[src/rtl/rmst_pkg.sv]
package rmst_pkg;

	// Tree geometry: LEAVES leaves, one level per cell, root at level 0.
	localparam int LEAVES = 1024;
	localparam int LW     = $clog2(LEAVES);
	localparam int LEVELS = LW + 1;
	// Node indices run up to 2*LEAVES, so they need two bits above a leaf offset.
	localparam int NW     = LW + 2;

	localparam logic signed [31:0] IDENT = 32'sd1000000000;

	typedef enum logic {
		FN_WRITE = 1'b0,
		FN_QUERY = 1'b1
	} func_t;

	typedef enum logic [1:0] {
		ST_CLEAR,
		ST_IDLE,
		ST_BUSY
	} state_t;

	// Token handed from one level to the next.
	// A write uses lo as the node index and lft as the value to store.
	typedef struct packed {
		logic              vld;
		func_t             op;
		logic [NW-1:0]     lo;
		logic [NW-1:0]     hi;
		logic signed [31:0] lft;
		logic signed [31:0] rgt;
	} tok_t;

	// Memory request from a cell to its level store.
	typedef struct packed {
		logic              we;
		logic [LW-1:0]     waddr;
		logic signed [31:0] wdata;
		logic [LW-1:0]     raddr0;
		logic [LW-1:0]     raddr1;
	} mem_req_t;

	function automatic logic signed [31:0] min2(input logic signed [31:0] a,
			input logic signed [31:0] b);
		return (b < a) ? b : a;
	endfunction

endpackage

[src/rtl/rmst_cell.sv]
module rmst_cell import rmst_pkg::*; (
	input  logic               clk,
	input  logic               arst_n,
	input  tok_t               tok_i,
	output tok_t               tok_o,
	output mem_req_t           req,
	input  logic signed [31:0] rd0,
	input  logic signed [31:0] rd1
);
	tok_t tok_s1;
	tok_t tok_s2;

	// Two stages: issue memory access, then combine the read data.
	always_ff @(posedge clk or negedge arst_n) begin
		if (!arst_n) begin
			tok_s1 <= '0;
			tok_s2 <= '0;
		end else begin
			tok_s1 <= tok_i;
			tok_s2 <= tok_s1;
		end
	end

	// A write stores its node and fetches the sibling; a query fetches both edges.
	always_comb begin
		logic [NW-1:0] him1;
		him1       = tok_s1.hi - NW'(1);
		req.we     = tok_s1.vld && (tok_s1.op == FN_WRITE);
		req.waddr  = tok_s1.lo[LW-1:0];
		req.wdata  = tok_s1.lft;
		req.raddr0 = (tok_s1.op == FN_WRITE) ? (tok_s1.lo[LW-1:0] ^ LW'(1))
			: tok_s1.lo[LW-1:0];
		req.raddr1 = him1[LW-1:0];
	end

	// Step of the bottom-up walk, then move to the parent level.
	always_comb begin
		logic [NW-1:0]      l;
		logic [NW-1:0]      h;
		logic signed [31:0] lf;
		logic signed [31:0] rg;
		l  = tok_s2.lo;
		h  = tok_s2.hi;
		lf = tok_s2.lft;
		rg = tok_s2.rgt;
		if (tok_s2.op == FN_WRITE) begin
			lf = min2(tok_s2.lft, rd0);
		end else if (l < h) begin
			if (l[0]) begin
				lf = min2(lf, rd0);
				l  = l + NW'(1);
			end
			if (h[0]) begin
				h  = h - NW'(1);
				rg = min2(rd1, rg);
			end
		end
		tok_o.vld = tok_s2.vld;
		tok_o.op  = tok_s2.op;
		tok_o.lo  = l >> 1;
		tok_o.hi  = h >> 1;
		tok_o.lft = lf;
		tok_o.rgt = rg;
	end
endmodule

[config.mk]
export PLATFORM = sky130hd
export DESIGN_NAME = rmst_cell
export DESIGN_NICKNAME = d
export VERILOG_FILES = /design/src/rtl/rmst_pkg.sv /design/src/rtl/rmst_cell.sv
export SDC_FILE = /design/constraint.sdc
export NUM_CORES = 1
export LEC_CHECK = 0
export ABC_AREA = 1
export BUFFER_PORTS_ARGS = -buffer_cell sky130_fd_sc_hd__buf_2
export CAP_MARGIN = 5
export CORE_MARGIN = 1
export CORE_UTILIZATION = 54
export CTS_BUF_LIST = sky130_fd_sc_hd__clkbuf_4 sky130_fd_sc_hd__clkbuf_8 sky130_fd_sc_hd__clkbuf_16
export CTS_CLUSTER_SIZE = 14
export DETAILED_ROUTE_END_ITERATION = 8
export PLACE_DENSITY_LB_ADDON = 0.3
export SYNTH_ARGS = -nofsm -noshare
export SYNTH_HDL_FRONTEND = slang
export SYNTH_SLANG_ARGS = --single-unit
export TNS_END_PERCENT = 100
[constraint.sdc]
create_clock -name clk -period 3.3 [get_ports clk]
set_input_delay 0.66 -clock clk [delete_from_list [all_inputs] [get_ports clk]]
set_output_delay 0.66 -clock clk [all_outputs]
set_load 0.01 [all_outputs]
==> summary.txt <==
RUN STATUS
-----------------------------------------------------------------------------------------------
Status                                                                             finished with violations
Violations in the final reports                                                    negative setup slack

YOSYS
-----------------------------------------------------------------------------------------------
Syn_area_per_cell                                                                    9.83 sq um
FF+latch count, synth                                                                       180
Cell type with the highest aggregate area in the netlist                           sky130_fd_sc_hd__dfrtp_1
Post-synthesis sequential area ratio                                                      53.2%
Fraction of synthesized cell area taken by the top area cell type                         53.2%
Unique masters post-synth                                                                    34
Synthesized instance count                                                                  861
Synth Warn #                                                                                  0
Synthesized area                                                                   0.00846 sq mm
Cell types occupying the most area after synthesis                                 sky130_fd_sc_hd__dfrtp_1 (53%), sky130_fd_sc_hd__ha_1 (11%), sky130_fd_sc_hd__nand2_1 (9.5%)

FLOORPLANNING
-----------------------------------------------------------------------------------------------
Boundary pin count                                                                          309
Initial core utilization                                                                  55.5%
Die Span Y                                                                               127 um
Total die area                                                                     0.0162 sq mm
Floorplan row count                                                                          45
Core area                                                                          0.0153 sq mm
Width of the chip                                                                        127 um

TIMING
-----------------------------------------------------------------------------------------------
Number of hold violations in the final report                                                 0
Clock Skews                                                                          0.00519 ns
Max-slew violation count                                                                      0
Least setup slack across all paths after layout                                      -0.0947 ns
Actual slew at the worst max-slew pin                                                  0.596 ns
Worst relative slew slack                                                                 60.3%
Period Utilization, post-route                                                             103%
Final TNS setup                                                                        -2.08 ns
Fmax                                                                                    295 MHz
RSZ-0062 raised after global routing                                                        yes
Final Setup Violations                                                                       31
Clock period minus worst slack                                                          3.39 ns

FINAL LAYOUT
-----------------------------------------------------------------------------------------------
Ratio of cells with drive above 1 in the final layout                                     38.2%
Non-filler cells in the finished layout                                                    1358
Post-layout util                                                                          72.4%
Commonest cells after routing, fill and taps aside                                 sky130_fd_sc_hd__buf_2 (299), sky130_fd_sc_hd__nand2_1 (189), sky130_fd_sc_hd__dfrtp_1 (179)
Final instance area                                                                0.0110 sq mm
Most common cell after layout, fill and taps aside                                 sky130_fd_sc_hd__buf_2
Synthesis-to-finish area growth                                                           30.5%
Number of nets at the end of the flow                                                      1365

CLOCK TREE
-----------------------------------------------------------------------------------------------
Max clock buf depth                                                                           2
Hold-fix buffers, CTS                                                                         0
Clock network latency to the later pin of the worst-skew pair                           0.43 ns
CTS tree                                                                                   done
Clock input transition at the sequential cells of the worst setup and hold paths        0.07 ns
Number of CTS-inserted buffers                                                               17
Clock sink total                                                                            180
Clock tree root buffer cell                                                        sky130_fd_sc_hd__clkbuf_16
# H-tree levels                                                                               4

GLOBAL ROUTE
-----------------------------------------------------------------------------------------------
Grt ovf                                                                                       0
Initial antenna violation count                                                               0
Vias in the first global route                                                             6197
Wire length of the first global-routing pass                                           30100 um
Largest net degree at the start of global routing                                            73
Global Route Usage Sum                                                                    24.4%

POWER AND IR DROP
-----------------------------------------------------------------------------------------------
Pleak                                                                                   5.99 nW
Power consumption                                                                       5.33 mW
Relative contribution of combinational cells to total power                               20.9%
Share of total power in the clock network                                                 34.3%
Switching power summed over all nets                                                    1.56 mW
Seq pwr share                                                                             44.9%
Internal cell power                                                                     3.77 mW
Worst vdd ir                                                                           0.434 mV
Power density cells                                                                 482 mW/mm^2
Fraction of power spent switching nets                                                    29.3%

WORST SETUP PATH
-----------------------------------------------------------------------------------------------
Crit-path max FO                                                                              9
WP data required                                                                        2.64 ns
Kind of critical path                                                                reg -> out
Critical path data arrival time                                                         2.73 ns
Most Frequent Cell on Critical Path                                                sky130_fd_sc_hd__nand2_1
Crit end category                                                                   output port
Critical Path Max Stage Delay                                                           0.38 ns
Cells along the critical path                                                      inv_1 > ha_1 > a21oi_1 > o21ai_1 > nand2_1 > nand3_1 > a21oi_4 > nand2_4 > nand2_4 > nand3_4 > clkbuf_16 > nand2_1 > nand2_1 > buf_2
Slowest cell on the critical path                                                  sky130_fd_sc_hd__dfrtp_1
Kind of start point of the critical path                                               register
Worst Path Buf+Inv                                                                            3
Kind of cell adding the most delay to the critical path                            simple AND/OR/NAND/NOR gates

DRT
-----------------------------------------------------------------------------------------------
Iteration count of the initial detailed-routing pass                                          5
Via count                                                                                  6907
Number of DRC markers after the initial detailed-route iteration                            320
Per-cell routed wire length                                                             15.6 um
Routed wire length                                                                     21200 um
Antenna violation net count after detailed routing                                            0
Vias per std cell                                                                          5.09
Post-route DRC                                                                                0

PLACEMENT
-----------------------------------------------------------------------------------------------
Port-buffer cells                                                                           306
Routability-driven placement congestion ratio                                             0.839
Post-detail-place hpwl                                                                 14700 um
Placed Instance Area                                                               0.00981 sq mm
Placed instance count                                                                      1306

MIN PATH
-----------------------------------------------------------------------------------------------
Hold Crit Class                                                                     in -> async

FLOW RUN
-----------------------------------------------------------------------------------------------
Max capacitance violation total                                                               0

[path summary, 6_finish.rpt]
check | start | end | slack [ns] | cells after the start
max in group asynchronous | arst_n | tok_s2[83] | 2.22 | 2
min in group clk | tok_i[59] | req[47] | 0.33 | 1
worst max register to register | tok_s1[70] | tok_s2[70] | 2.73 | 0
worst min register to register | tok_s1[12] | tok_s2[12] | 0.35 | 0
worst min-delay path | arst_n | tok_s2[37] | 0.21 | 1
worst max-delay path | tok_s2[49] | tok_o[42] | -0.09 | 14
[state kept, by name (all words and copies together), names as in the netlist]
name    flops
tok_o       2
req        42
tok_s2     88
tok_s1     48
[power groups by stage]
stage	Clock, mW	Combinational [mW]	Sequential [mW]
after floorplan	0	0.554	2.41
after global placement	0	0.886	2.42
after detailed placement	0	0.902	2.43
after CTS	1.87	0.925	2.39
after global routing	1.94	1.22	2.40
final	1.82	1.11	2.39
[Yosys cell counts]
master,number
sky130_fd_sc_hd__buf_6,3
sky130_fd_sc_hd__or3_1,2
sky130_fd_sc_hd__dfrtp_1,180
sky130_fd_sc_hd__nor3_4,1
sky130_fd_sc_hd__nand2_4,1
sky130_fd_sc_hd__o21a_1,1
sky130_fd_sc_hd__nand3_2,3
sky130_fd_sc_hd__o21ai_1,5
sky130_fd_sc_hd__xor2_1,8
sky130_fd_sc_hd__xnor2_1,10
sky130_fd_sc_hd__nand4_1,66
sky130_fd_sc_hd__nor2_4,1
sky130_fd_sc_hd__nor3b_2,1
sky130_fd_sc_hd__nand2_2,1
sky130_fd_sc_hd__ha_1,75
sky130_fd_sc_hd__nor4_2,2
sky130_fd_sc_hd__nor3_1,7
sky130_fd_sc_hd__and3_1,1
sky130_fd_sc_hd__a21oi_2,2
sky130_fd_sc_hd__inv_2,5
sky130_fd_sc_hd__o21ai_4,1
sky130_fd_sc_hd__clkbuf_1,11
sky130_fd_sc_hd__inv_1,99
sky130_fd_sc_hd__buf_2,12
sky130_fd_sc_hd__nand3_1,11
sky130_fd_sc_hd__nand2_1,214
sky130_fd_sc_hd__nor3_2,1
sky130_fd_sc_hd__o21ai_0,8
sky130_fd_sc_hd__a21oi_1,33
sky130_fd_sc_hd__buf_4,64
sky130_fd_sc_hd__nor2_1,28
sky130_fd_sc_hd__nand3_4,1
sky130_fd_sc_hd__nor4_1,2
sky130_fd_sc_hd__conb_1,1
[through the flow]
stage,setup WS (ns),hold slack [ns]
after detailed placement,0.0530,0.335
after global placement,0.106,0.331
final,-0.0947,0.215
after floorplan,0.568,0.331
after CTS,0.00246,0.241
after global routing,-0.182,0.271
[kinds of logic after synthesis]
logic type      after synthesis  share of synthesized area (%)
flops                       180                           53.2
other cells                   1                         0.0443
compound gates               50                           3.21
buf+inv                     194                           11.9
fa+ha+maj                    75                           11.1
simple gates                343                           18.7
xor+xnor                     18                           1.86
[cell type report]
cell class | count | area [sq um]
antenna | 2 | 5.00
clock buffer | 17 | 425
clock inverter | 13 | 105
fill | 1107 | 4220
inverter | 104 | 390
multi-input combinational | 491 | 3300
sequential | 180 | 4510
tap | 211 | 264
timing repair buffer | 340 | 2050
[metal layers]
layer | global-route usage (%) | share of wire (%) | vias to the layer above
met1 | 28.2 | 38 | 3266
met4 | 10.3 | 3.3 | 0
met2 | 42.7 | 51 | 304
met3 | 6.78 | 7.8 | 54
li1 | - | - | 3283
met5 | 0 | 0 | -
[timing repair]
action,in CTS,in global routing
gates resized for setup,6,83
hold endpoints to repair,0,0
gates cloned,1,7
pin swaps,2,15
setup endpoints to repair,63,66
buffers inserted,1,11
No activity file was read; power rests on OpenSTA's default activity.
