$ cat src/rtl/rmst_ram.sv
module rmst_ram #(
	parameter int AW = 1
) (
	input  logic               clk,
	input  logic               we,
	input  logic [AW-1:0]      waddr,
	input  logic signed [31:0] wdata,
	input  logic [AW-1:0]      raddr0,
	input  logic [AW-1:0]      raddr1,
	output logic signed [31:0] rdata0,
	output logic signed [31:0] rdata1
);
	localparam int DEPTH = 2 ** AW;

	logic signed [31:0] mem [DEPTH];

	// One write port, two registered read ports.
	always_ff @(posedge clk) begin
		if (we) begin
			mem[waddr] <= wdata;
		end
		rdata0 <= mem[raddr0];
		rdata1 <= mem[raddr1];
	end
endmodule

$ cat config.mk
export PLATFORM = sky130hd
export DESIGN_NAME = rmst_ram
export DESIGN_NICKNAME = d
export VERILOG_FILES = /design/src/rtl/rmst_ram.sv
export SDC_FILE = /design/constraint.sdc
export NUM_CORES = 1
export LEC_CHECK = 0
export BUFFER_PORTS_ARGS = -buffer_cell sky130_fd_sc_hd__buf_2
export CAP_MARGIN = 20
export CORE_MARGIN = 3
export CORE_UTILIZATION = 40
export CTS_BUF_LIST = sky130_fd_sc_hd__clkbuf_4 sky130_fd_sc_hd__clkbuf_8
export CTS_CLUSTER_SIZE = 12
export DETAILED_ROUTE_END_ITERATION = 12
export REMOVE_ABC_BUFFERS = 1
export SLEW_MARGIN = 20
export SYNTH_ARGS = -nofsm -noshare
export SYNTH_HDL_FRONTEND = slang
export SYNTH_SLANG_ARGS = --single-unit
$ cat constraint.sdc
create_clock -name clk -period 1.9 [get_ports clk]
set_input_delay 0.19 -clock clk [delete_from_list [all_inputs] [get_ports clk]]
set_output_delay 0.19 -clock clk [all_outputs]
set_load 0.01 [all_outputs]
==> summary.txt, run 1 <==
Setup path
  • Crit path max fanout: 1
  • Worst Path Buf+Inv: 1
  • Critical path depth: 1
  • CP startpoint kind: flip-flop
  • Capture point of the worst path: rdata1[31]
  • Top delay family on crit path: flip-flops
  • R2R Path Start: mem[0][19]$_DFFE_PP_
  • WP data required: around 1.7 ns
  • Cell Chain, Critical Path: buf_2
  • R2R Setup Slk: 1.11 ns
  • Worst reg2reg path depth: 1
  • Critical Path End Type: output port
  • Critical Path AT: a little under 0.9 ns
  • Critical path type: reg -> out
  • Max stage delay cell, worst path: dfxtp_1
  • Slowest stage delay, CP: roughly 0.34 ns
  • Setup crit start: rdata1[31]$_DFF_P_
  • Capturing point of the worst reg2reg path: rdata0[19]$_DFF_P_

Route
  • Via count: 2,130
  • Drt via density: 4.277
  • DRT antenna net count: 0
  • DRC violations left: 0
  • Total Wirelength: between 6 and 7 mm
  • DR iter-0 viols: 37
  • WL/cell: roughly 14 microns
  • DR pass1 iterations: 4

Synth
  • Post-synthesis cell area: 4304 sq um
  • Register bit count reported by yosys: around 130
  • Synth Warn #: 0
  • Syn_area_per_cell: roughly 21 sq um
  • Sequential fraction of the synthesis area: 74.42%
  • Synthesized instance count: 202
  • Cell variety after synth: 8

Timing
  • Final worst-path cycle share: a little under three fifths
  • Slew Limit Fails: 0
  • TNS Setup: 0 ns
  • Skew final: between 0.007 and 0.008 ns
  • Setup violations, final: 0
  • Minimum clock period: 1.064 ns
  • Actual slew at the worst max-slew pin: ~0.45 ns
  • Final hold vios: 0
  • Hold WS: between 0.3 and 0.4 ns
  • Setup ws final: 0.8357 ns
  • Relative slew slack: 69.82%
  • RSZ-0062 raised after global routing: false
  • Fmax: about 0.94 GHz

Global route
  • Global Route Usage Sum: about an eighth
  • Vias in the first global route: between 2,000 and 2,500
  • Initial antenna violation count: 0
  • Pin count of the biggest net entering global routing: 33
  • Global-route wire length before repair: 10.37 mm
  • Gr ovfl total: 0

Pwr
  • Flop pwr share: about half
  • PD cells: 1134 nW/um^2
  • P_leak: 2.460 nW
  • Max VDD drop: ~0.54 mV
  • Psw: 1.319 mW
  • Clock power share: 41.6%
  • Combinational power share: slightly below 9%
  • Final Power: about 6.5 mW
  • Internal: a little over 5 mW
  • Sw Share: about a fifth

CTS
  • Worst-Skew Late Latency: slightly above 0.4 ns
  • H-tree levels: 4
  • PostCTS Resize Cnt: 0
  • Clock Sinks: approximately 130
  • Max Root-Sink Buffers: 2
  • Root buffer cell: clkbuf_8
  • CTS tree: done
  • Clock transition at path regs: around 0.070 ns
  • CTS Buf Count: 17

Die
  • Num ports: ~100
  • Row cnt: 37
  • Chip Width: between 100 and 150 microns
  • Die extent in y: roughly 110 microns
  • Die area: 12,040 sq um
  • Core ar.: approximately 10,000 sq um
  • Initial core utilization: roughly two fifths

Finish
  • Layout Cells excl Fill: 498
  • Antenna cells: 0
  • Finished Core Util: between 50% and 60%
  • Finished Cell Area: about 5700 sq um
  • Final nets: 386
  • Layout cells sized above 1: 55.80%
  • Area Overhead vs Synth: 32.56%

Placed design
  • Inst Count DP: approximately 430
  • Placed Area: just under 5000 sq um
  • DP Worst Slack: just over 0.6 ns
  • HPWL Detailed: approximately 4.2 mm
  • RD Place Congestion: about 0.64
  • I/O Buffers: 100

Run status
  • Outcome: finished, final reports clean

Hold path
  • Hold Path Class: in -> reg

Flow run
  • Max Cap Viol: 0
[placed cells by master, fill, tap and decap left out]
| master | n |
|---|---|
| buf_2 | 100 |
| edfxtp_1 | 64 |
| dfxtp_1 | 64 |
| mux2_4 | 60 |
| dlygate4sd3_1 | 32 |
| clkbuf_8 | 20 |
| bufinv_16 | 5 |
| mux2_2 | 4 |
| buf_12 | 3 |
| inv_4 | 2 |
| inv_6 | 2 |
| nor2b_4 | 1 |
| and2_2 | 1 |
| clkinvlp_4 | 1 |
| clkinv_2 | 1 |
| clkinv_4 | 1 |
| buf_4 | 1 |
[state kept, by name, indices dropped and copies added, names as in the netlist]
signal,count
mem,64
rdata0,32
rdata1,32
[layout make-up]
type / count / area (sq um)
clock buffers: 20 / 275.3
clock inverters: 12 / 201.4
fillers: 841 / 4711
multi-input cells: 66 / 967.2
flip-flops and latches: 128 / 3203
well taps: 136 / 170.2
repair buffers: 136 / 888.4
[synthesized netlist by cell type, drive strengths merged]
master  count  area [sq um]
and2        1         6.260
nor2b       1         6.260
edfxtp     64          1922
dfxtp      64          1281
buf         8         142.6
mux2       64         945.9
[power by group through the flow]
stage / Combinational, mW / Sequential (mW) / Clock (mW)
6_report: 0.576 / 3.20 / 2.69
5_1_grt: 0.622 / 3.23 / 2.89
4_1_cts: 0.588 / 3.21 / 2.76
3_5_place_dp: 0.535 / 3.27 / 0
3_3_place_gp: 0.533 / 3.26 / 0
2_1_floorplan: 0.212 / 3.32 / 0
[worst min path at each step]
stage | cells after the start | to | from
after global placement | 1 | mem[0][30]$_DFFE_PP_ | wdata[30]
after floorplan | 0 | mem[0][0]$_DFFE_PP_ | wdata[0]
after global routing | 3 | rdata1[17]$_DFF_P_ | raddr1
after CTS | 3 | rdata0[1]$_DFF_P_ | raddr0
final | 3 | rdata1[17]$_DFF_P_ | raddr1
after detailed placement | 1 | mem[0][27]$_DFFE_PP_ | wdata[27]
[repair_timing]
item	CTS	global route
hold endpoints to repair	64	0
hold buffers	32	0
setup buffers	0	0
[layer usage]
metal / vias to the layer above / GRT usage [%] / wire length (microns)
met5: - / 0 / 0
met4: 0 / 3.740 / 44
met3: 8 / 5.696 / 370
met2: 66 / 20.75 / 3601
met1: 1017 / 12.99 / 2827
li1: 1039 / - / -
[cell families after synthesis]
group / count (synthesis) / share of synthesized area [%]
flip-flops: 128 / 74.42
multiplexers: 64 / 21.98
buffers and inverters: 8 / 3.314
AND/OR/NAND/NOR: 2 / 0.2909
No activity file was read; power rests on OpenSTA's default activity.
==> inputs of run 2 (changes only) <==
--- a/config.mk
+++ b/config.mk
@@ -5,6 +5,7 @@
 export SDC_FILE = /design/constraint.sdc
 export NUM_CORES = 1
 export LEC_CHECK = 0
+export ABC_AREA = 1
 export BUFFER_PORTS_ARGS = -buffer_cell sky130_fd_sc_hd__buf_2
 export CAP_MARGIN = 20
 export CORE_MARGIN = 3
==> constraint.sdc (replaced) <==
create_clock -name clk -period 0.9 [get_ports clk]
set_input_delay 0.09 -clock clk [delete_from_list [all_inputs] [get_ports clk]]
set_output_delay 0.09 -clock clk [all_outputs]
set_load 0.01 [all_outputs]
==> run 2 against run 1 <==
  * The run now ends with setup timing left
  * Combinational power rose by 110%
  * Via count grew 30%
  * Worst setup slack got worse by 0.89 ns
  * First-iteration DRC count rose to 3.0 times the previous value
  * Utilization increased by 2.4 points
  * Synthesized cell count increased by 68%
  * Non-clock buffer count increased by 4
  * Largest cell class unchanged
  * Highest routed layer unchanged
==> summary.txt, run 2 <==
Run status
  • Outcome: finished, violations left
  • Failing checks: setup timing

Setup path
  • Crit path max fanout: 1 (unchanged)
  • Worst Path Buf+Inv: 1 (unchanged)
  • R2R Path Start: mem[0][26]$_DFFE_PP_
  • Critical Path AT: 0.86 ns (about the same)
  • Worst reg2reg path depth: 2 (+1)
  • Cell Chain, Critical Path: buf_2
  • Max stage delay cell, worst path: dfxtp_1
  • Critical path type: reg -> out
  • WP data required: 0.81 ns (-0.90 ns)
  • Setup crit start: rdata0[31]$_DFF_P_
  • Top delay family on crit path: flip-flops
  • R2R Setup Slk: 0.25 ns (-0.86 ns)
  • Capturing point of the worst reg2reg path: rdata1[26]$_DFF_P_
  • CP startpoint kind: flip-flop
  • Capture point of the worst path: rdata0[31]
  • Critical path depth: 1 (unchanged)
  • Critical Path End Type: output port
  • Slowest stage delay, CP: 0.32 ns (-0.02 ns)

Finish
  • Most common cell after layout, fill and taps aside: nand2_1
  • Largest register FFs: 64 (unchanged)
  • Layout cells sized above 1: 34.54% (-21 points)
  • Area Overhead vs Synth: 36.44%
  • Biggest register: mem
  • Final nets: 522 (+35%)
  • Area of the multi-input gates: 768.2 sq um (-21%)
  • Layout Cells excl Fill: 631 (+27%)
  • Reg area: 3226 sq um (+0.70%)
  • Antenna cells: 0 (unchanged)
  • Fill count: 819 (-2.6%)
  • Largest regs: mem (64), rdata0 (32), rdata1 (32)
  • Most frequent cells in the layout: nand2_1 (180), buf_2 (82), edfxtp_1 (64)

CTS
  • Worst-Skew Late Latency: 0.42 ns (about the same)
  • CTS Buf Count: 17 (unchanged)
  • H-tree levels: 4 (unchanged)
  • Root buffer cell: clkbuf_8
  • Clock transition at path regs: 0.07 ns (about the same)
  • Max Root-Sink Buffers: 2 (unchanged)
  • CTS tree: done
  • Clock Sinks: 128 (unchanged)

Route
  • M1 WL: 3.662 mm (+30%)
  • DRT antenna net count: 0 (unchanged)
  • DR pass1 iterations: 4 (unchanged)
  • DR iter-0 viols: 110 (+200%)
  • WL/cell: 13.38 microns (-2.7%)
  • Drt via density: 4.391 (+2.7%)
  • WL met3: 524 microns (+42%)
  • DRC violations left: 0 (unchanged)
  • Highest metal layer with signal wires: met4
  • Met2 wire length: 4.155 mm (+15%)
  • Total Wirelength: 8.442 mm (+23%)
  • Via count: 2,771 (+30%)

Pwr
  • P_leak: 2.592 nW (+5.3%)
  • PD cells: 2342 nW/um^2 (+110%)
  • Final Power: 13.33 mW (+110%)
  • Max VDD drop: 1.038 mV (+92%)

Hold path
  • Hold Path Class: in -> reg

Placed design
  • I/O Buffers: 100 (unchanged)
  • HPWL Detailed: 5.248 mm (+25%)
  • Inst Count DP: 567 (+31%)
  • RD Place Congestion: 0.7227 (+13%)

Timing
  • Slew Limit Fails: 0 (unchanged)
  • Final hold vios: 0 (unchanged)
  • Final worst-path cycle share: 105.6%
  • RSZ-0062 raised after global routing: true
  • Skew final: 0.006799 ns (-0.0003188 ns)
  • Setup ws final: -0.05041 ns (-0.8861 ns)
  • Setup violations, final: 64 (+64)
  • Actual slew at the worst max-slew pin: 0.2378 ns (-0.2149 ns)
  • Relative slew slack: 84.14% (+14 points)
  • Minimum clock period: between 0.9 and 1 ns
  • Fmax: 1.052 GHz

Synth
  • Share of the synthesized area in the top cell type: 46.07% (+1.4 points)
  • Syn_area_per_cell: 12.27 sq um (-42%)
  • Top FF cell, synth: edfxtp_1
  • Synthesized instance count: 340 (+68%)
  • Sequential fraction of the synthesis area: 76.78% (+2.4 points)
  • Cell accounting for the most synthesized area: edfxtp_1
  • Post-synth EDFFs: 64 (unchanged)
  • Largest cells by area after synthesis: edfxtp_1 (46%), dfxtp_1 (31%), nand2_1 (16%)
  • Register bit count reported by yosys: 128 (unchanged)
  • Async S/R FF share, synth: 0% (unchanged)
  • Cell with the most instances after synthesis: nand2_1
  • Cell variety after synth: 11 (+3)
  • Post-synthesis cell area: 4172 sq um (-3.1%)
  • Synth Warn #: 0 (unchanged)
  • Synth top cells by count: nand2_1 (180), dfxtp_1 (64), edfxtp_1 (64)

Die
  • Core ar.: 9955 sq um (-4.4%)
  • Initial core utilization: 41.91% (+0.58 points)
  • Die area: 11,690 sq um (-2.9%)
  • Chip Width: 108.1 microns (-1.5%)
  • Row cnt: 36 (-2.7%)
  • Die extent in y: 108.1 microns (-1.5%)
  • Num ports: 101 (unchanged)

Global route
  • Global Route Usage Sum: 15.03% (+3.0 points)
  • Gr ovfl total: 0 (unchanged)
  • Global-route wire length before repair: 12.86 mm (+24%)
  • Vias in the first global route: 2,642 (+25%)
  • Initial antenna violation count: 0 (unchanged)
  • Pin count of the biggest net entering global routing: 33 (unchanged)

Flow run
  • Max Cap Viol: 0 (unchanged)
## run 2: cell types whose count changed after synthesis, moves of 2 or more
cell | previous run | this run
buf_12 | 6 | 1
mux2_4 | 60 | 0
inv_1 | 0 | 2
mux2_2 | 4 | 0
nand2_1 | 0 | 180
inv_8 | 0 | 2
buf_6 | 2 | 9
clkbuf_8 | 0 | 3
nand2_2 | 0 | 13
## run 2: logic make-up after synthesis
family,Yosys count,synth area share (%)
buffers and inverters,18,4.979
DFF,128,76.78
and+or+nand+nor,194,18.24
## run 2: how the worst min path moves through the flow
stage | start | depth (start not counted) | end
3_3_place_gp | wdata[15] | 1 | mem[0][15]$_DFFE_PP_
4_1_cts | raddr1 | 3 | rdata1[20]$_DFF_P_
6_report | raddr1 | 3 | rdata1[20]$_DFF_P_
2_1_floorplan | wdata[0] | 0 | mem[0][0]$_DFFE_PP_
3_5_place_dp | wdata[19] | 1 | mem[0][19]$_DFFE_PP_
5_1_grt | raddr1 | 3 | rdata1[20]$_DFF_P_
## run 2: per-stage QoR
stage / setup WS (ns) / TNS [ns] / hold WS (ns) / area [sq um] / util, %
3_3_place_gp: 0.006251 / 0 / 0.2806 / 4791 / 48.13
2_1_floorplan: -1.001 / -39.97 / 0.1889 / 3994 / -
4_1_cts: -0.08175 / -4.257 / 0.02211 / 5579 / 56.05
3_5_place_dp: 0.01026 / 0 / 0.2820 / 4791 / 48.13
5_1_grt: -0.1068 / -5.814 / 0.01132 / 5692 / 57.18
6_report: -0.05041 / -2.186 / 0.04776 / 5692 / 57.18
## run 2: area by class of cell
class	count	share of cell area, %
clock buffer	19	4.594
clock inverter	13	3.231
inverter	4	0.5276
multi-input combinational	194	13.50
sequential	128	56.67
tap	133	2.924
timing repair buffer	140	18.55
## run 2: where the power goes
| group | total, mW | switching, mW | leakage (nW) | internal [mW] |
|---|---|---|---|---|
| clock network | 5.36 | 2.19 | 0.218 | 3.17 |
| registers | 6.78 | 0.171 | 1.14 | 6.61 |
| logic | 1.19 | 0.620 | 1.23 | 0.568 |
| total | 13.3 | 2.98 | 2.59 | 10.4 |
## run 2: routing by layer
layer	GRT usage (%)	vias to the layer above
li1	-	1373
met1	18.09	1293
met2	24.56	93
met3	5.552	12
met4	5.951	0
met5	0	-
## run 2: what timing repair did
item | 4_1_cts | 5_1_grt
endpoints found under the setup margin | 64 | 64
buffers inserted | 0 | 0
hold buffers | 32 | 0
hold endpoints to repair | 64 | 0
resized for setup | 6 | 30
